File: config.mk
export PLATFORM = sky130hd
export DESIGN_NAME = pdf_keyword_scan_classifier_top
export DESIGN_NICKNAME = d
export VERILOG_FILES = /design/src/rtl/pksc_pkg.sv /design/src/rtl/pksc_front.sv /design/src/rtl/pksc_queue.sv /design/src/rtl/pksc_back.sv /design/src/rtl/pdf_keyword_scan_classifier_top.sv
export VERILOG_INCLUDE_DIRS = /design/src /design/src/rtl
export SDC_FILE = /design/constraint.sdc
export NUM_CORES = 2
export LEC_CHECK = 0
export BUFFER_PORTS_ARGS = -buffer_cell sky130_fd_sc_hd__buf_4
export CORE_MARGIN = 8
export CORE_UTILIZATION = 60
export CTS_CLUSTER_SIZE = 28
export DETAILED_ROUTE_END_ITERATION = 6
export PLACE_DENSITY_LB_ADDON = 0.15
export SKIP_LAST_GASP = 1
export SLEW_MARGIN = 20
export SYNTH_ARGS = -nofsm -noshare
export SYNTH_HDL_FRONTEND = slang
export SYNTH_SLANG_ARGS = --single-unit
export TNS_END_PERCENT = 30
File: constraint.sdc
create_clock -name i_clk -period 41 [get_ports i_clk]
set_clock_uncertainty 0.05 [all_clocks]
set_input_delay 4.1 -clock i_clk [delete_from_list [all_inputs] [get_ports i_clk]]
set_output_delay 4.1 -clock i_clk [all_outputs]
set_load 0.02 [all_outputs]
File: src/rtl/pdf_keyword_scan_classifier_top_assert.svh
// Assertion macros for the PDF keyword scan classifier.
// Used by pdf_keyword_scan_classifier_top; needs a clock i_clk and reset i_rst_n in scope.
`ifndef PDF_KEYWORD_SCAN_CLASSIFIER_TOP_ASSERT_SVH
`define PDF_KEYWORD_SCAN_CLASSIFIER_TOP_ASSERT_SVH

// Check that cons holds in the same cycle whenever ante holds.
`define PKSC_ASSERT_NOW(label, ante, cons, msg) \
    label: assert property (@(posedge i_clk) disable iff (!i_rst_n) (ante) |-> (cons)) \
        else $error(msg);

// Check that cons holds in the cycle after ante holds.
`define PKSC_ASSERT_NEXT(label, ante, cons, msg) \
    label: assert property (@(posedge i_clk) disable iff (!i_rst_n) (ante) |=> (cons)) \
        else $error(msg);

`endif

File: src/rtl/pksc_pkg.sv
// Shared constants, types and helpers of the PDF keyword scan classifier.
// No dependencies; imported by every module of the block.
package pksc_pkg;

    // Counter and window geometry
    localparam int CNT_W  = 32;
    localparam int WIN    = 10;
    localparam int NPAT   = 18;
    localparam int NCNT   = 17;
    localparam int NREP   = 15;
    localparam int IDX_W  = 4;
    localparam int CIW    = $clog2(NCNT);

    // Counter slots that feed the verdict but are not reported
    localparam int IDX_OBJ  = 15;
    localparam int IDX_NREF = 16;

    // Report queue depth
    localparam int QDEPTH = 2;
    localparam int QAW    = (QDEPTH > 1) ? $clog2(QDEPTH) : 1;
    localparam int QCW    = $clog2(QDEPTH + 1);

    // Verdict codes
    localparam logic [1:0] V_GOOD    = 2'd0;
    localparam logic [1:0] V_MAL     = 2'd1;
    localparam logic [1:0] V_NOT_PDF = 2'd2;

    typedef logic [CNT_W-1:0] t_cnt;
    typedef logic [WIN*8-1:0] t_pat;

    // Patterns, right aligned: the last character sits in the low byte
    localparam t_pat PAT_TEXT [NPAT] = '{
        t_pat'("endobj"),
        t_pat'("OpenAction"),
        t_pat'("JavaScript"),
        t_pat'("Launch"),
        t_pat'("RichMedia"),
        t_pat'("ndstream"),
        t_pat'("startxref"),
        t_pat'({8'h0A, "xref", 8'h0A}),
        t_pat'("AcroForm"),
        t_pat'("Encrypt"),
        t_pat'("JBIG2Deco"),
        t_pat'("ObjStm"),
        t_pat'("/JS "),
        t_pat'("Page"),
        t_pat'("[/FlateDec"),
        t_pat'(" obj"),
        t_pat'({" n", 8'h0D}),
        t_pat'(" n ")
    };

    localparam int PAT_LEN [NPAT] = '{
        6, 10, 10, 6, 9, 8, 9, 6, 8, 7, 9, 6, 4, 4, 10, 4, 3, 3
    };

    // File header, first character in the top byte
    localparam logic [3:0][7:0] HDR_TEXT = "%PDF";

    // One finished file as handed from the scanner to the reporter
    typedef struct packed {
        logic [NCNT-1:0][CNT_W-1:0] cnt;
        t_cnt                       pos;
        logic                       hdr_ok;
    } t_report;

    function automatic t_cnt f_sat_inc(t_cnt v);
        return (&v) ? v : v + t_cnt'(1);
    endfunction

endpackage

File: src/rtl/pksc_front.sv
// Scanner: byte window, parallel pattern compare, header check and saturating counters.
// Depends on pksc_pkg; writes one t_report per file into the report queue.
module pksc_front import pksc_pkg::*; (
    input  logic          i_clk,
    input  logic          i_rst_n,
    input  logic          i_push,
    input  logic [7:0]    i_data_byte,
    input  logic          i_last_byte,
    input  logic          i_full,
    output logic          o_wr,
    output t_report       o_report
);

    logic [WIN-2:0][7:0]        r_win;
    logic [WIN-2:0]             r_wv;
    t_cnt                       r_pos;
    logic                       r_hm;
    logic [NCNT-1:0][CNT_W-1:0] r_cnt;

    logic [NCNT-1:0][CNT_W-1:0] n_cnt;
    t_cnt                       n_pos;
    logic                       n_hm;

    logic                       w_acc;
    logic [WIN*8-1:0]           w_cur;
    logic [WIN-1:0]             w_vv;
    logic [NPAT-1:0]            w_m;
    logic [NCNT-1:0]            w_hit;
    logic                       w_hdr_bad;

    assign w_acc = i_push && !i_full;
    assign w_cur = {r_win, i_data_byte};
    assign w_vv  = {r_wv, 1'b1};

    // Compare every pattern against the newest bytes of the window
    for (genvar p = 0; p < NPAT; p++) begin : g_pat
        localparam int L = PAT_LEN[p];
        logic [WIN*8-1:0] w_diff;
        assign w_diff = w_cur ^ PAT_TEXT[p];
        assign w_m[p] = (w_diff[8*L-1:0] == '0) && (&w_vv[L-1:0]);
    end

    // Both " n" forms share one counter
    assign w_hit = {w_m[IDX_NREF+1] | w_m[IDX_NREF], w_m[IDX_NREF-1:0]};

    always_comb begin
        for (int c = 0; c < NCNT; c++) begin
            n_cnt[c] = w_hit[c] ? f_sat_inc(r_cnt[c]) : r_cnt[c];
        end
    end

    // Drop header match on the first differing byte among the first four
    assign w_hdr_bad = (r_pos[CNT_W-1:2] == '0) &&
                       (i_data_byte != HDR_TEXT[2'd3 - r_pos[1:0]]);
    assign n_hm  = r_hm && !w_hdr_bad;
    assign n_pos = f_sat_inc(r_pos);

    // Hand the finished file to the queue on its last byte
    assign o_wr            = w_acc && i_last_byte;
    assign o_report.cnt    = n_cnt;
    assign o_report.pos    = n_pos;
    assign o_report.hdr_ok = n_hm && (n_pos[CNT_W-1:2] != '0);

    // Advance per-file state, clear it after the last byte
    always_ff @(posedge i_clk) begin
        if (!i_rst_n) begin
            r_wv  <= '0;
            r_pos <= '0;
            r_hm  <= 1'b1;
            r_cnt <= '0;
        end else if (w_acc) begin
            if (i_last_byte) begin
                r_wv  <= '0;
                r_pos <= '0;
                r_hm  <= 1'b1;
                r_cnt <= '0;
            end else begin
                r_wv  <= {r_wv[WIN-3:0], 1'b1};
                r_pos <= n_pos;
                r_hm  <= n_hm;
                r_cnt <= n_cnt;
            end
        end
    end

    // Shift the byte window
    always_ff @(posedge i_clk) begin
        if (w_acc) begin
            r_win <= {r_win[WIN-3:0], i_data_byte};
        end
    end

endmodule

File: src/rtl/pksc_queue.sv
// Short queue of finished file reports between scanner and reporter.
// Depends on pksc_pkg for t_report and the queue depth.
module pksc_queue import pksc_pkg::*; (
    input  logic    i_clk,
    input  logic    i_rst_n,
    input  logic    i_wr,
    input  t_report i_wdata,
    input  logic    i_rd,
    output logic    o_full,
    output logic    o_nempty,
    output t_report o_head
);

    t_report          r_mem [QDEPTH];
    logic [QAW-1:0]   r_wp;
    logic [QAW-1:0]   r_rp;
    logic [QCW-1:0]   r_cnt;

    logic             w_wr;
    logic             w_rd;

    assign o_full   = (r_cnt == QCW'(QDEPTH));
    assign o_nempty = (r_cnt != '0);
    assign o_head   = r_mem[r_rp];

    assign w_wr = i_wr && !o_full;
    assign w_rd = i_rd && o_nempty;

    // Store a report at the write pointer
    always_ff @(posedge i_clk) begin
        if (w_wr) begin
            r_mem[r_wp] <= i_wdata;
        end
    end

    // Advance pointers and occupancy
    always_ff @(posedge i_clk) begin
        if (!i_rst_n) begin
            r_wp  <= '0;
            r_rp  <= '0;
            r_cnt <= '0;
        end else begin
            if (w_wr) begin
                r_wp <= (r_wp == QAW'(QDEPTH - 1)) ? '0 : r_wp + 1'b1;
            end
            if (w_rd) begin
                r_rp <= (r_rp == QAW'(QDEPTH - 1)) ? '0 : r_rp + 1'b1;
            end
            case ({w_wr, w_rd})
                2'b10:   r_cnt <= r_cnt + 1'b1;
                2'b01:   r_cnt <= r_cnt - 1'b1;
                default: r_cnt <= r_cnt;
            endcase
        end
    end

endmodule

File: src/rtl/pksc_back.sv
// Reporter: turns the oldest queued report into items, one per cycle while popped.
// Depends on pksc_pkg; reads the head of pksc_queue and drives the result register.
module pksc_back import pksc_pkg::*; (
    input  logic             i_clk,
    input  logic             i_rst_n,
    input  t_report          i_head,
    input  logic             i_nempty,
    output logic             o_rd,
    input  logic             i_pop,
    output logic             o_empty,
    output logic [IDX_W-1:0] o_item_index,
    output logic [31:0]      o_item_value,
    output logic [1:0]       o_verdict,
    output logic             o_header_valid,
    output logic             o_last_result
);

    logic [IDX_W-1:0] r_idx;
    logic             r_ovld;
    logic [IDX_W-1:0] r_item_index;
    logic [31:0]      r_item_value;
    logic [1:0]       r_verdict;
    logic             r_header_valid;
    logic             r_last_result;

    logic             w_load;
    logic             w_last;
    logic [1:0]       w_verdict;
    t_cnt             w_val;
    t_cnt             w_endobj;
    t_cnt             w_oa;
    t_cnt             w_js;
    t_cnt             w_obj;
    t_cnt             w_nref;

    assign w_endobj = i_head.cnt[0];
    assign w_oa     = i_head.cnt[1];
    assign w_js     = i_head.cnt[2];
    assign w_obj    = i_head.cnt[IDX_OBJ];
    assign w_nref   = i_head.cnt[IDX_NREF];

    // Classify the file from its counters
    always_comb begin
        if (!i_head.hdr_ok) begin
            w_verdict = V_NOT_PDF;
        end else if (w_endobj != w_obj) begin
            w_verdict = V_MAL;
        end else if ((w_oa != '0) || (w_js != '0)) begin
            w_verdict = (w_js != '0) ? V_MAL : V_GOOD;
        end else if ((w_endobj > w_nref) || (w_nref == '0)) begin
            w_verdict = V_MAL;
        end else begin
            w_verdict = V_GOOD;
        end
    end

    // Select the byte count or a keyword counter
    assign w_val  = (r_idx == '0) ? i_head.pos : i_head.cnt[CIW'(r_idx) - CIW'(1)];
    assign w_last = !i_head.hdr_ok || (r_idx == IDX_W'(NREP));

    // Load the next item whenever the result register is free or being taken
    assign w_load = i_nempty && (!r_ovld || i_pop);
    assign o_rd   = w_load && w_last;

    always_ff @(posedge i_clk) begin
        if (!i_rst_n) begin
            r_idx  <= '0;
            r_ovld <= 1'b0;
        end else begin
            if (w_load) begin
                r_idx  <= w_last ? '0 : r_idx + 1'b1;
                r_ovld <= 1'b1;
            end else if (i_pop) begin
                r_ovld <= 1'b0;
            end
        end
    end

    // Hold the result payload
    always_ff @(posedge i_clk) begin
        if (w_load) begin
            r_item_index   <= r_idx;
            r_item_value   <= w_val;
            r_verdict      <= w_verdict;
            r_header_valid <= i_head.hdr_ok;
            r_last_result  <= w_last;
        end
    end

    assign o_empty        = !r_ovld;
    assign o_item_index   = r_item_index;
    assign o_item_value   = r_item_value;
    assign o_verdict      = r_verdict;
    assign o_header_valid = r_header_valid;
    assign o_last_result  = r_last_result;

endmodule

File: src/rtl/pdf_keyword_scan_classifier_top.sv
// PDF keyword scan classifier: takes one file byte per request and reports keyword
// counts and a verdict per file. One byte is accepted every cycle while full is low; the
// scanner compares all 17 keywords in parallel over a ten byte window, so its rate is
// one byte per cycle. On the last byte of a file the counts go to a two entry report
// queue; the reporter then gives 16 result items (one for a bad or short header), one per
// cycle while popped. full rises only while both queue entries hold unfinished reports,
// so files shorter than about 16 bytes can outpace the reporter and see stalls.
// Depends on pksc_pkg, pksc_front, pksc_queue, pksc_back and the assertion header.
module pdf_keyword_scan_classifier_top import pksc_pkg::*; (
    input  logic        i_clk,
    input  logic        i_rst_n,
    input  logic        push,
    output logic        full,
    input  logic [7:0]  i_data_byte,
    input  logic        i_last_byte,
    output logic        empty,
    input  logic        pop,
    output logic [3:0]  o_item_index,
    output logic [31:0] o_item_value,
    output logic [1:0]  o_verdict,
    output logic        o_header_valid,
    output logic        o_last_result
);

    logic    w_wr;
    t_report w_wdata;
    logic    w_rd;
    logic    w_nempty;
    t_report w_head;

    // Scan bytes and build per-file reports
    pksc_front u_front (
        .i_clk       (i_clk),
        .i_rst_n     (i_rst_n),
        .i_push      (push),
        .i_data_byte (i_data_byte),
        .i_last_byte (i_last_byte),
        .i_full      (full),
        .o_wr        (w_wr),
        .o_report    (w_wdata)
    );

    // Buffer finished reports
    pksc_queue u_queue (
        .i_clk    (i_clk),
        .i_rst_n  (i_rst_n),
        .i_wr     (w_wr),
        .i_wdata  (w_wdata),
        .i_rd     (w_rd),
        .o_full   (full),
        .o_nempty (w_nempty),
        .o_head   (w_head)
    );

    // Emit result items
    pksc_back u_back (
        .i_clk          (i_clk),
        .i_rst_n        (i_rst_n),
        .i_head         (w_head),
        .i_nempty       (w_nempty),
        .o_rd           (w_rd),
        .i_pop          (pop),
        .o_empty        (empty),
        .o_item_index   (o_item_index),
        .o_item_value   (o_item_value),
        .o_verdict      (o_verdict),
        .o_header_valid (o_header_valid),
        .o_last_result  (o_last_result)
    );

`include "pdf_keyword_scan_classifier_top_assert.svh"

    // A report ends either on the last counter or on a rejected header
    `PKSC_ASSERT_NOW(a_last_item, !empty && o_last_result, (o_item_index == 4'(NREP)) || (o_verdict == V_NOT_PDF), "report ended early")

    // The not-a-pdf verdict goes with a rejected header and nothing else
    `PKSC_ASSERT_NOW(a_hdr_verdict, !empty, (o_verdict == V_NOT_PDF) == !o_header_valid, "verdict and header flag disagree")

    // Inside a report the next item follows at once with the next index
    `PKSC_ASSERT_NEXT(a_idx_step, pop && !empty && !o_last_result, !empty && (o_item_index == $past(o_item_index) + 4'd1), "report items out of sequence")

endmodule
==> flow_summary.ini <==
[outcome]
status = finished with violations
violations = design-rule violations

[routing]
wirelength_um = 270000
num_vias = 65900
wl_per_cell_um = 28.3
initialDrtViolationCount = 9080
remaining_drc_errors = 2
first_pass_iters = 7
vias_per_cell = 6.89
ant_nets = 0

[cts]
clk_pin_slew_ps = 60
cts_buffer_depth = 3
cts.repair.resized = 0
clockRootBuffer = clkbuf_16
clk_latency_ps = 820
htree_levels = 4
clock-sinks = 1862
cts_tree = built
cts_buffers = 191
cts_setup_buffers = 0
hold_buffers = 0

[timing]
finalHoldViolCount = 0
max_freq_ghz = 0.129
worst_pin_slew_ps = 1240
fin_crit_sh_pct = 18.8
slew_viol_final = 0
fin_crit_ps = 7720
rsz0062_at_grt = false
setup_violations = 0
setup_tns_ps = 0
slew_headroom_pct = 17.4
fin_ws_ps = 33280

[yosys]
synth_seq_cells = 1862
yosys-top-cells-count = edfxtp_1, dfxtp_1, nand2_1
synth_top_area_share_pct = 43.1
ys_seq_area_share_pct = 56.6
synth.area.top_cells = edfxtp_1, dfxtp_1, mux4_2
ys_warn_count = 0
ys.flop_type = edfxtp_1
yosysMostFrequentCell = edfxtp_1
syn_nets = 7736
async_flop_share_pct = 0
synth.largest_area_cell = edfxtp_1
synth_cells = 7665
synth_area_per_cell_um2 = 11.5
synth_edf_count = 1266
yosysUniqueCellTypes = 91
syn_area_um2 = 88200

[run]
drv_cap = 0

[floorplanning]
fp-row-count = 140
die_h_um = 399
core_um2 = 146000
pin_count = 55
initial_core_util_pct = 60.5
dieArea_um2 = 160000
die_w_um = 399

[hold_path]
min_path_type = flip-flop to flip-flop

[power]
leakagePower_nw = 32.3
ir_worst_vdd_uv = 40.9
p_per_area_nw_per_um2 = 53.2

[worst_setup_path]
setup.worst_path.end_class = flip-flop
cp_top_family = buffers and inverters
criticalPathCategory = primary input to flip-flop
crit_path_top_delay_cell = buf_4
cp_max_fo = 147
path_cells = buf_4 > nand2_4 > inv_8 > nand2_1 > nor2_4 > buf_12 > buf_4
critPathLaunchType = primary input
critPathMostFrequentCell = buf_4
cp.required_ps = 41380
timing.critical_path.buf_inv = 4
crit_arrival_ps = 8100
critPathMaxStageDelay_ps = 930

[cells_and_area]
fillers = 10800
drive_above_1_share_pct = 9.79
area_growth_syn_to_layout_pct = 9.16
fin_nets = 7547

[grt]
grt_max_degree = 182
grt_pass1_wl_um = 394000
grt_antenna_before_repair = 14
overflow = 0
grt_use_total_pct = 32.9
grt_pass1_vias = 60100

[placed_design]
gp_congestion = 0.929
place_ws_ps = 32510
numPortBuffers = 54
post-dp-hpwl_um = 180000
final timing paths:
check / from / to / slack (ps) / cells past startpoint
worst max-delay path: push / u_queue.r_mem[0][545] / 33280 / 7
worst min-delay path: u_front.r_cnt[328] / u_front.r_cnt[328] / 410 / 2
worst max register to register: flip-flop / u_back.o_item_value[31] / 34980 / 9
worst min register to register: u_front.r_cnt[328] / u_front.r_cnt[328] / 410 / 2
cells in the final DEF, fill, tap and decap left out, types with 33 or more instances in the layout:
| master | count |
|---|---|
| nand4_1 | 199 |
| and2_1 | 48 |
| dfxtp_1 | 594 |
| clkbuf_1 | 44 |
| o31ai_1 | 69 |
| clkbuf_16 | 199 |
| a22oi_1 | 70 |
| mux2i_1 | 273 |
| o22ai_1 | 59 |
| ha_1 | 57 |
| a21oi_1 | 440 |
| mux2_2 | 39 |
| nor2b_1 | 52 |
| nand3_1 | 302 |
| nor3_1 | 134 |
| clkinv_1 | 33 |
| a31oi_1 | 216 |
| or4_1 | 42 |
| o221ai_1 | 44 |
| mux4_2 | 180 |
| nor2_1 | 416 |
| or3_1 | 167 |
| inv_1 | 90 |
| nand2_1 | 543 |
| buf_4 | 138 |
| a21o_1 | 33 |
| o21ai_0 | 437 |
| xor2_1 | 214 |
| and3_1 | 154 |
| a22o_1 | 62 |
| a211oi_1 | 43 |
| edfxtp_1 | 1266 |
| xnor2_1 | 389 |
| and4_1 | 68 |
| clkinv_2 | 41 |
| nor4_1 | 115 |
stage by stage:
stage | cells | cell area, um2 | util, % | power (W) | hold WS (ps)
after CTS | 9556 | 96200 | 66.0 | 0.00512 | 414
final | 9563 | 96300 | 66.0 | 0.00513 | 407
after detailed placement | 9198 | 90000 | 61.7 | 0.00340 | 406
after floorplan | 7665 | 88200 | - | 0.00296 | 356
after global placement | 9198 | 90000 | 61.7 | 0.00339 | 374
after global routing | 9558 | 96300 | 66.0 | 0.00525 | 443
area by class of cell:
class / count / area [um2] / share of cell area (%)
antenna: 5 / 12.5 / 0.0130
clock buffer: 257 / 5340 / 5.54
clock inverter: 101 / 900 / 0.934
inverter: 94 / 369 / 0.383
multi-input combinational: 5178 / 36100 / 37.5
sequential: 1862 / 50000 / 51.9
tap: 1917 / 2400 / 2.49
timing repair buffer: 149 / 1270 / 1.31
worst register-to-register path: stages (launching register included):
cell and delay, ps:
dfxtp_4 770, buf_4 810, buf_4 910, buf_4 830, mux2i_1 520, o21ai_0 210, mux2i_1 470, a211oi_1 160
a311oi_1 800, o22ai_1 200
metal layers:
layer	track usage (%)	routed length, um	vias up
li1	-	-	28800
met1	46.5	107000	32700
met2	48.4	117000	3816
met3	7.84	31300	557
met4	15.1	13900	8
met5	0	48	-
sequential cells by signal (all words and copies together) (netlist names), named ones only:
name,cells
u_queue.r_mem,1154
u_front.r_cnt,544
u_front.g_pat.w_diff,71
u_back.o_item_value,32
u_front.r_pos,32
u_front.r_wv,9
u_back.o_item_index,4
u_back.r_idx,4
u_back.o_verdict,2
u_queue.r_cnt,2
u_back.o_header_valid,1
u_back.o_last_result,1
u_back.r_ovld,1
u_front.r_hm,1
u_front.r_win,1
u_queue.r_rp,1
u_queue.r_wp,1
where the power goes:
group / total [W] / internal, W / switching (W)
registers: 0.00218 / 0.00212 / 0.0000591
logic: 0.00121 / 0.000384 / 0.000825
clock network: 0.00174 / 0.00101 / 0.000730
total: 0.00513 / 0.00351 / 0.00161
logic make-up (layout without fill, tap and decap cells):
family | after synthesis | after routing | share of synthesized area [%]
multiplexers | 492 | 492 | 8.19
XOR/XNOR | 606 | 606 | 6.02
flip-flops | 1862 | 1862 | 56.6
AO/OA/AOI/OAI | 1589 | 1589 | 10.9
adder cells (fa/ha/maj) | 58 | 58 | 0.822
AND/OR/NAND/NOR | 2433 | 2433 | 14.7
buffers and inverters | 625 | 601 | 2.76
other | 0 | 5 | 0
(Power assumes the default switching activity.)
